===== src/rtl/pls_pkg.sv =====
// types, constants and pattern tables of the led and buzzer pattern sequencer
`default_nettype none
package pls_pkg;

   // pattern classes, numerically equal to their priority
   typedef logic [1:0] class_type;
   localparam class_type CLASS_IDLE  = 2'd0;
   localparam class_type CLASS_PASS  = 2'd1;
   localparam class_type CLASS_START = 2'd2;
   localparam class_type CLASS_STOP  = 2'd3;

   // request kinds carried on tuser
   localparam logic FUNC_EVENT = 1'b0;
   localparam logic FUNC_TICK  = 1'b1;

   // event codes
   typedef logic [2:0] event_type;
   localparam event_type EV_NONE   = 3'd0;
   localparam event_type EV_START  = 3'd1;
   localparam event_type EV_PASS_A = 3'd2;
   localparam event_type EV_PASS_B = 3'd3;
   localparam event_type EV_PASS_C = 3'd4;
   localparam event_type EV_PASS_D = 3'd5;
   localparam event_type EV_STOP   = 3'd6;
   localparam event_type EV_SPARE  = 3'd7;   // unassigned, behaves like none

   localparam int unsigned TimeWidth = 16;
   localparam int unsigned StepWidth = 2;

   typedef logic [TimeWidth-1:0] time_type;
   typedef logic [StepWidth-1:0] step_type;

   // sequencer state
   typedef struct packed {
      class_type cls;
      step_type  step;
      time_type  time_left;
      logic      led;
      logic      buz;
   } seq_state_type;

   // one step of a pattern
   typedef struct packed {
      time_type dur;
      logic     led;
      logic     buz;
   } step_rom_type;

   // map an event code onto its pattern class
   function automatic class_type class_of_event(input event_type code);
      class_type cls;
      case (code) inside
         EV_START: cls = CLASS_START;
         EV_PASS_A, EV_PASS_B, EV_PASS_C, EV_PASS_D: cls = CLASS_PASS;
         EV_STOP: cls = CLASS_STOP;
         default: cls = CLASS_IDLE;
      endcase
      return cls;
   endfunction

   // number of steps in each pattern
   function automatic logic [StepWidth:0] steps_in_pattern(input class_type cls);
      logic [StepWidth:0] n;
      case (cls)
         CLASS_PASS:  n = 3'd2;
         CLASS_START: n = 3'd4;
         CLASS_STOP:  n = 3'd3;
         default:     n = 3'd0;
      endcase
      return n;
   endfunction

   // pattern rom: duration, led and buzzer level of each step
   function automatic step_rom_type step_rom(input class_type cls, input step_type step);
      step_rom_type s;
      case ({cls, step})
         {CLASS_START, 2'd0}: s = '{dur: 16'd80,  led: 1'b1, buz: 1'b1};
         {CLASS_START, 2'd1}: s = '{dur: 16'd80,  led: 1'b0, buz: 1'b0};
         {CLASS_START, 2'd2}: s = '{dur: 16'd80,  led: 1'b1, buz: 1'b1};
         {CLASS_START, 2'd3}: s = '{dur: 16'd80,  led: 1'b0, buz: 1'b0};
         {CLASS_PASS,  2'd0}: s = '{dur: 16'd80,  led: 1'b1, buz: 1'b1};
         {CLASS_PASS,  2'd1}: s = '{dur: 16'd40,  led: 1'b0, buz: 1'b0};
         {CLASS_STOP,  2'd0}: s = '{dur: 16'd350, led: 1'b1, buz: 1'b1};
         {CLASS_STOP,  2'd1}: s = '{dur: 16'd450, led: 1'b1, buz: 1'b0};
         {CLASS_STOP,  2'd2}: s = '{dur: 16'd120, led: 1'b0, buz: 1'b0};
         default:             s = '{dur: '0,      led: 1'b0, buz: 1'b0};
      endcase
      return s;
   endfunction

endpackage
`default_nettype wire


===== src/rtl/priority_led_buzzer_pattern_sequencer.sv =====
// top level of the priority led and buzzer pattern sequencer
// Plays fixed led/buzzer patterns (start, pass, stop) driven by event and
// tick requests. Every request yields exactly one response carrying the led
// and buzzer levels and the running pattern class after that request. The
// block takes one request per clock cycle unless the response is stalled,
// and the response appears in the cycle after: the next state is worked out
// combinationally from the state registers and the incoming request, and is
// written together with the response register. A request is taken whenever
// the response register is empty or its content is being taken in the same cycle.
`default_nettype none
module priority_led_buzzer_pattern_sequencer (
   input  logic        clock,
   input  logic        reset,
   input  logic        req_tvalid,
   output logic        req_tready,
   input  logic [23:0] req_tdata,  // event_code [2:0], elapsed [18:3], zero pad
   input  logic        req_tuser,  // func: 0 event, 1 tick
   output logic        rsp_tvalid,
   input  logic        rsp_tready,
   output logic [7:0]  rsp_tdata   // led_on [0], buzz_on [1], active_class [3:2], zero pad
);
   import pls_pkg::*;

   seq_state_type state_ff;
   seq_state_type state_in;
   logic          rsp_valid_ff;
   logic          rsp_valid_in;
   logic [3:0]    rsp_data_ff;
   logic [3:0]    rsp_data_in;
   logic          take;

   // handshake
   assign req_tready = !rsp_valid_ff || rsp_tready;
   assign take       = req_tvalid && req_tready;

   // per-request state update
   pls_next u_next (
      .state      (state_ff),
      .func       (req_tuser),
      .event_code (req_tdata[2:0]),
      .elapsed    (req_tdata[18:3]),
      .state_next (state_in)
   );

   // response register contents
   assign rsp_data_in  = {state_in.cls, state_in.buz, state_in.led};
   assign rsp_valid_in = take || (rsp_valid_ff && !rsp_tready);

   // control and state registers
   always_ff @(posedge clock) begin
      if (reset) begin
         state_ff     <= '{cls: CLASS_IDLE, step: '0, time_left: '0, led: 1'b0, buz: 1'b0};
         rsp_valid_ff <= 1'b0;
      end else begin
         rsp_valid_ff <= rsp_valid_in;
         if (take) begin
            state_ff <= state_in;
         end
      end
   end

   // response payload
   always_ff @(posedge clock) begin
      if (take) begin
         rsp_data_ff <= rsp_data_in;
      end
   end

   assign rsp_tvalid = rsp_valid_ff;
   assign rsp_tdata  = {4'b0000, rsp_data_ff};

endmodule
`default_nettype wire


===== src/rtl/pls_next.sv =====
// next-state logic of the pattern sequencer for one request
`default_nettype none
module pls_next (
   input  pls_pkg::seq_state_type state,
   input  logic                   func,
   input  pls_pkg::event_type     event_code,
   input  pls_pkg::time_type      elapsed,
   output pls_pkg::seq_state_type state_next
);
   import pls_pkg::*;

   class_type          ev_class;
   logic               ev_takes;
   logic               run_out;
   logic [StepWidth:0] step_inc;
   logic               last_step;
   step_rom_type       start_entry;
   step_rom_type       adv_entry;

   // event decode and priority check
   assign ev_class = class_of_event(event_code);
   assign ev_takes = (ev_class != CLASS_IDLE)
                     && ((state.cls == CLASS_IDLE) || (ev_class >= state.cls));

   // tick timing
   assign run_out   = elapsed >= state.time_left;
   assign step_inc  = {1'b0, state.step} + 3'd1;
   assign last_step = step_inc >= steps_in_pattern(state.cls);

   // rom reads for a fresh pattern and for the following step
   assign start_entry = step_rom(ev_class, '0);
   assign adv_entry   = step_rom(state.cls, step_inc[StepWidth-1:0]);

   // choose the next state
   always_comb begin
      state_next = state;
      if (func == FUNC_EVENT) begin
         if (ev_takes) begin
            state_next.cls       = ev_class;
            state_next.step      = '0;
            state_next.time_left = start_entry.dur;
            state_next.led       = start_entry.led;
            state_next.buz       = start_entry.buz;
         end
      end else if (state.cls == CLASS_IDLE) begin
         state_next.led = 1'b0;
         state_next.buz = 1'b0;
      end else if (run_out) begin
         if (last_step) begin
            state_next = '{cls: CLASS_IDLE, step: '0, time_left: '0, led: 1'b0, buz: 1'b0};
         end else begin
            state_next.step      = step_inc[StepWidth-1:0];
            state_next.time_left = adv_entry.dur;
            state_next.led       = adv_entry.led;
            state_next.buz       = adv_entry.buz;
         end
      end else begin
         state_next.time_left = state.time_left - elapsed;
      end
   end

endmodule
`default_nettype wire


===== config.mk =====
export PLATFORM = sky130hd
export DESIGN_NAME = priority_led_buzzer_pattern_sequencer
export DESIGN_NICKNAME = d
export VERILOG_FILES = /design/src/rtl/pls_pkg.sv /design/src/rtl/priority_led_buzzer_pattern_sequencer.sv /design/src/rtl/pls_next.sv
export SDC_FILE = /design/constraint.sdc
export NUM_CORES = 1
export LEC_CHECK = 0
export BUFFER_PORTS_ARGS = -buffer_cell sky130_fd_sc_hd__buf_2
export CORE_MARGIN = 3
export CORE_UTILIZATION = 33
export CTS_BUF_LIST = sky130_fd_sc_hd__clkbuf_2
export CTS_CLUSTER_DIAMETER = 40
export DETAILED_ROUTE_END_ITERATION = 10
export HOLD_SLACK_MARGIN = 0.03
export SETUP_SLACK_MARGIN = 0.1
export SLEW_MARGIN = 20
export SYNTH_ARGS = -nofsm -noshare
export SYNTH_HDL_FRONTEND = slang
export SYNTH_HIERARCHICAL = 1
export SYNTH_SLANG_ARGS = --single-unit

===== constraint.sdc =====
create_clock -name clock -period 3.68 [get_ports clock]
set_input_delay 0.736 -clock clock [delete_from_list [all_inputs] [get_ports clock]]
set_output_delay 0.736 -clock clock [all_outputs]
set_load 0.01 [all_outputs]

Word-level counts from Yosys, hierarchy flattened. Memories as Yosys holds them, arrays and structs flattened. Index checks and enable logic that the tools add are counted.

Register bits after elaboration: 27. Bits in latches: 0. RAM bits: 0. Memory bits (read-only): 160. Input bits: 29. Output and inout port bits: 10. Word-level logic and storage cells: 56. Memories: 1.

Add/sub/neg operators: 2. $mul: 0. Div/mod/pow operators: 0. Order comparisons: 3. Eq/ne operators: 14. Shift operators: 0. Multiplexer cells: 14. Bitwise logic cells: 0. Reductions and logical operators: 15.

Memory list: (name not given) (depth 16, width 10, rd ports 1, clocked after memory_dff 0, wr ports 0, RTL line pls_pkg.sv:76) `case ({cls, step})`.

Operators by type and width (count): 22-bit 2-to-1 mux (2); 20-bit 2-to-1 mux (2); 11-bit one-hot mux with 2 select lines (1); 16-bit greater-or-equal comparator (1); 16-bit 2-to-1 mux (1); 16-bit subtractor (1); 2-bit 2-to-1 mux (6); 3-bit == test, second input constant (3); 3-bit one-hot mux with 3 select lines (1); 2-bit == test, second input constant (4); 3-bit by 2-bit == test with 1-bit output, second input constant (2); 2-bit by 1-bit == test with 1-bit output, second input constant (2); 4-bit 2-to-1 mux (1); 4-bit AND reduction (1); 2-bit nonzero test (2); 4-bit OR reduction (1); 2-bit by 1-bit adder with 3-bit output, second input constant (1); 3-bit by 1-bit == test with 1-bit output, second input constant (1); 3-bit greater-or-equal comparator (1); 1-bit logical AND (3); 1-bit logical OR (3); 3-bit AND reduction (1); 2-bit greater-or-equal comparator (1); 1-bit zero test (2); 4 further kinds (4).

Longest topological paths before layout.
Word-level depth: 9. Gate-level depth with buffers: 13. Mapped depth without buffers: 12.

Modules after synthesis. Netlist, hierarchy kept.

By module, submodules not included: pls_next (instances 1, cells an instance 263, area each 1769.2 um2, seq. area each 0.0 um2); priority_led_buzzer_pattern_sequencer (instances 1, cells an instance 114, area each 1172.4 um2, seq. area each 580.6 um2).

Worst setup path before layout. OpenSTA, ideal clock, no wires.

Path type: input to register. Start point: input port req_tdata[3]. End point: register state_ff[4] (netlist bit). Setup time: 0.073 ns. Arrival: 2.714 ns. Data required time: 3.607 ns. Slack: 0.894 ns. Stages: 11. Path buffers: 0. Cell sequence: ha_1 > inv_1 > fa_1 > a21oi_2 > o22ai_4 > a21oi_4 > a31oi_4 > mux2_4 > a221oi_2 > nand3_1 > a21oi_1.

RTL lines: start, declared (RTL line priority_led_buzzer_pattern_sequencer.sv:16) `input logic [23:0] req_tdata,`; end signal, assigned (RTL line priority_led_buzzer_pattern_sequencer.sv:52) `state_ff <= '{cls: CLASS_IDLE, step: '0, time_left: '0, led: 1'b0, buz: 1'b0};`; end signal, assigned (RTL line priority_led_buzzer_pattern_sequencer.sv:57) `state_ff <= state_in;`; end, declared (RTL line priority_led_buzzer_pattern_sequencer.sv:24) `seq_state_type state_ff;`.

==> out/results.tsv <==
stage	metric	value	unit
sta	period_share	78.8	%
hold_path	hold_class	reg -> reg	
sta	max_freq	345	MHz
die	start_util	34.9	%
die	core_area	8420	sq um
hold_path	min_to	state_ff[1]$_SDFFE_PP0P_	
worst_setup_path	crit_family	compound AO/OA/AOI/OAI gates	
pwr	swShare	36.1	%
clock_tree	clk_pin_slew	0.29	ns
synth	yosysWarnings	6	
routing	viasPerCell	5.37	
synth	synthCells	377	
global_routing	grt-ovfl-total	0	
run	maxCapViolations	0	
clock_tree	cts_sinks	27	
sta	hold_slack	0.619	ns
clock_tree	cts-root-buf	clkbuf_2	
sta	fin_skew	0.00385	ns
synth	ys_types	59	
sta	tns	0	ns
finish	diodes	0	
placed_design	dp_hpwl	5.21	mm
finish	num-nets-final	446	
routing	via_count	2660	
synth	synth_seq_area_share	19.7	%
sta	setup_violations	0	
sta	fin_crit	2.90	ns
placed_design	numPortBuffers	29	
pwr	peakVddDrop	0.0699	mV
sta	hold_viol_final	0	
worst_setup_path	r2r_setup_slack	0.78	ns
synth	synth_enable_flop_cells	4	
placed_design	place_area	3100	sq um
die	die_area	10100	sq um
clock_tree	cts_buffer_depth	2	
synth	avgSynthCellArea	7.80	sq um
sta	tightest_slew	0.803	ns
pwr	p_per_area	210	nW/um^2
pwr	fin_total_pwr	656	uW
worst_setup_path	ff2ff_path_depth	11	
worst_setup_path	arrival	3.24	ns
routing	first_pass_iters	4	
worst_setup_path	cp_num_buf_inv	2	
synth	async_flop_share	0	%
clock_tree	cts_resized	0	
worst_setup_path	path_max_fanout	8	
hold_path	min-delay-start	state_ff[1]$_SDFFE_PP0P_	
routing	wl_per_cell	14.2	um
synth	synth.top_cell.area_share	15.7	%
global_routing	track_usage	14.2	%
global_routing	grt_max_degree	48	
clock_tree	htree_levels	1	
sta	rsz0062_at_grt	false	
clock_tree	insertion_delay	0.38	ns
worst_setup_path	crit_required	4.02	ns
global_routing	antenna_found_initial	0	
pwr	netSwitchingPower	237	uW
die	ios	39	
finish	syn_to_final_growth	6.04	%
routing	remaining_drc_errors	0	
worst_setup_path	slowest_stage	dfxtp_1	
clock_tree	holdBufCountCts	0	
routing	ant_nets	0	
die	chipWidth	100	um
worst_setup_path	cp-end-kind	register	
pwr	pwr-share-clk	19.2	%
synth	synth_area_leaders	dfxtp_1 (16%), ha_1 (11%), a21oi_1 (7.1%)	
routing	drt_iter0_drc	155	
synth	synth_seq_cells	27	
synth	synth_area_leader_cell	dfxtp_1	
global_routing	grt_pass1_wl	11.9	mm
sta	drv_slew	0	
global_routing	grt_pass1_vias	2421	
pwr	seq_power_share	48.7	%
clock_tree	post_cts_buffers	0	
worst_setup_path	reg2reg_from	state_ff[18]$_SDFFE_PP0P_	
hold_path	hold_depth	2	
clock_tree	cts_tree	done	
clock_tree	tritoncts.num_buffers	3	
synth	netlist_area	2940	sq um
finish	drive_gt1_share	19.0	%
die	rows	33	
pwr	leakage	0.00126	uW
pwr	p_int	419	uW
worst_setup_path	critPathLaunchType	register	
sta	slew-limit-headroom	46.5	%
routing	routed_wl	7.02	mm
worst_setup_path	cp_slowest_stage_delay	0.55	ns
synth	synth_ff_type	dfxtp_1	
run_status	outcome	complete, no violations	
placed_design	gp_congestion	0.802	
pwr	p_comb_share	32.1	%
worst_setup_path	criticalPathCategory	reg -> reg	
worst_setup_path	crit_chain	inv_1, ha_1, ha_1, a21o_1, a31oi_1, buf_4, nand3_1, mux2_4, a221oi_2, nand3_1, a21oi_1	
die	die_h	100	um
worst_setup_path	reg2reg_to	state_ff[4]$_SDFFE_PP0P_	
finish	final_area	3120	sq um
## worst register-to-register path, cell delays in order (launching register included)
cell and delay [ns]:
dfxtp_1 0.55, inv_1 0.17, ha_1 0.41, ha_1 0.23, a21o_1 0.15, a31oi_1 0.32
buf_4 0.22, nand3_1 0.08, mux2_4 0.28, a221oi_2 0.22, nand3_1 0.09, a21oi_1 0.14
## worst max-delay path by stage
stage,from,end,depth (start not counted)
finish,state_ff[18]$_SDFFE_PP0P_,state_ff[4]$_SDFFE_PP0P_,11
global route,state_ff[18]$_SDFFE_PP0P_,state_ff[10]$_SDFFE_PP0P_,12
CTS,state_ff[18]$_SDFFE_PP0P_,state_ff[5]$_SDFFE_PP0P_,12
detailed placement,req_tdata[3],state_ff[0]$_SDFFE_PP0P_,13
global placement,req_tdata[3],state_ff[0]$_SDFFE_PP0P_,13
floorplan,req_tdata[3],state_ff[4]$_SDFFE_PP0P_,11
## placed cells by master, fill, tap and decap left out, types with 2 or more instances in the layout
master and n:
a211o_1 2, a211oi_1 3, a21bo_1 5, a21bo_2 17
a21o_1 4, a21oi_1 42, a21oi_2 6, a221oi_2 2
a22oi_1 2, a311oi_1 2, a31oi_1 4, and2_1 2
and3_1 2, buf_2 29, buf_4 4, clkbuf_2 3
conb_1 4, dfxtp_1 23, edfxtp_1 4, ha_1 25
inv_1 26, mux2i_1 9, nand2_1 25, nand2b_1 5
nand3_1 38, nand3b_1 3, nand4_1 5, nor2_1 18
nor2b_1 4, nor3_1 7, nor3b_1 3, nor4_1 2
o211ai_1 3, o21a_1 4, o21ai_0 10, o21ai_1 10
o22a_1 2, or2_2 2, xnor2_1 10
## per-layer routing
metal  routed length (um)  GRT usage, %  vias up
met1                 3610          21.0     1233
li1                     -             -     1382
met3                  272          1.32        2
met4                   30          2.69        0
met2                 3110          22.5       43
met5                    0             0        -
## cells in the mapped netlist, drive strengths merged (2+ instances only)
master and count:
inv 26, nor3b 3, nand4 5, nand3 38, a211oi 4, a311oi 2, nor2 18, ha 25
edfxtp 4, xnor2 10, o21a 4, and3 2, o31ai 2, and2 2, nand2b 6, clkbuf 5
a22oi 2, a221oi 2, o22ai 2, o22a 2, nor3 7, o21ai 20, nor4 2, a211o 2
mux2 2, nand2 26, a31oi 5, or2 2, mux2i 9, a21o 4, o211ai 3, a21bo 22
a21oi 49, buf 22, nand3b 3, nor2b 4, dfxtp 23
## power groups by stage
stage	registers (uW)	clock network, uW	logic, uW
2_1_floorplan	325	0	165
3_3_place_gp	325	0	206
3_5_place_dp	325	0	210
4_1_cts	320	134	211
5_1_grt	322	144	238
6_report	320	126	211
## cell families after synthesis
group / Yosys count / synth area share (%)
AOI/OAI and AO/OA: 129 / 32.5
xor gates and xnor gates: 11 / 3.28
adders and majority gates: 26 / 11.3
other: 1 / 0.127
buffers and inverters: 53 / 8.85
muxes: 11 / 3.96
DFF: 27 / 19.7
and+or+nand+nor: 119 / 20.2
## area by class of cell
class                      count  area, sq um
fill                         932         5300
tap                          105          131
inverter                      26         97.6
sequential                    27          581
timing repair buffer          33          175
clock buffer                   3         15.0
clock inverter                 1         7.51
multi-input combinational    300         2110
## state kept, by name, indices dropped and copies added (netlist names)
signal / flops
state_ff: 22
rsp_data_ff: 4
rsp_tvalid: 1
## stage by stage
stage	setup WS (ns)	util, %	std cells
floorplan	0.894	-	380
global placement	0.485	36.8	491
detailed placement	0.462	36.8	491
CTS	0.813	37.0	495
global route	0.512	37.0	495
finish	0.781	37.0	495
No activity file was read; power rests on OpenSTA's default activity.
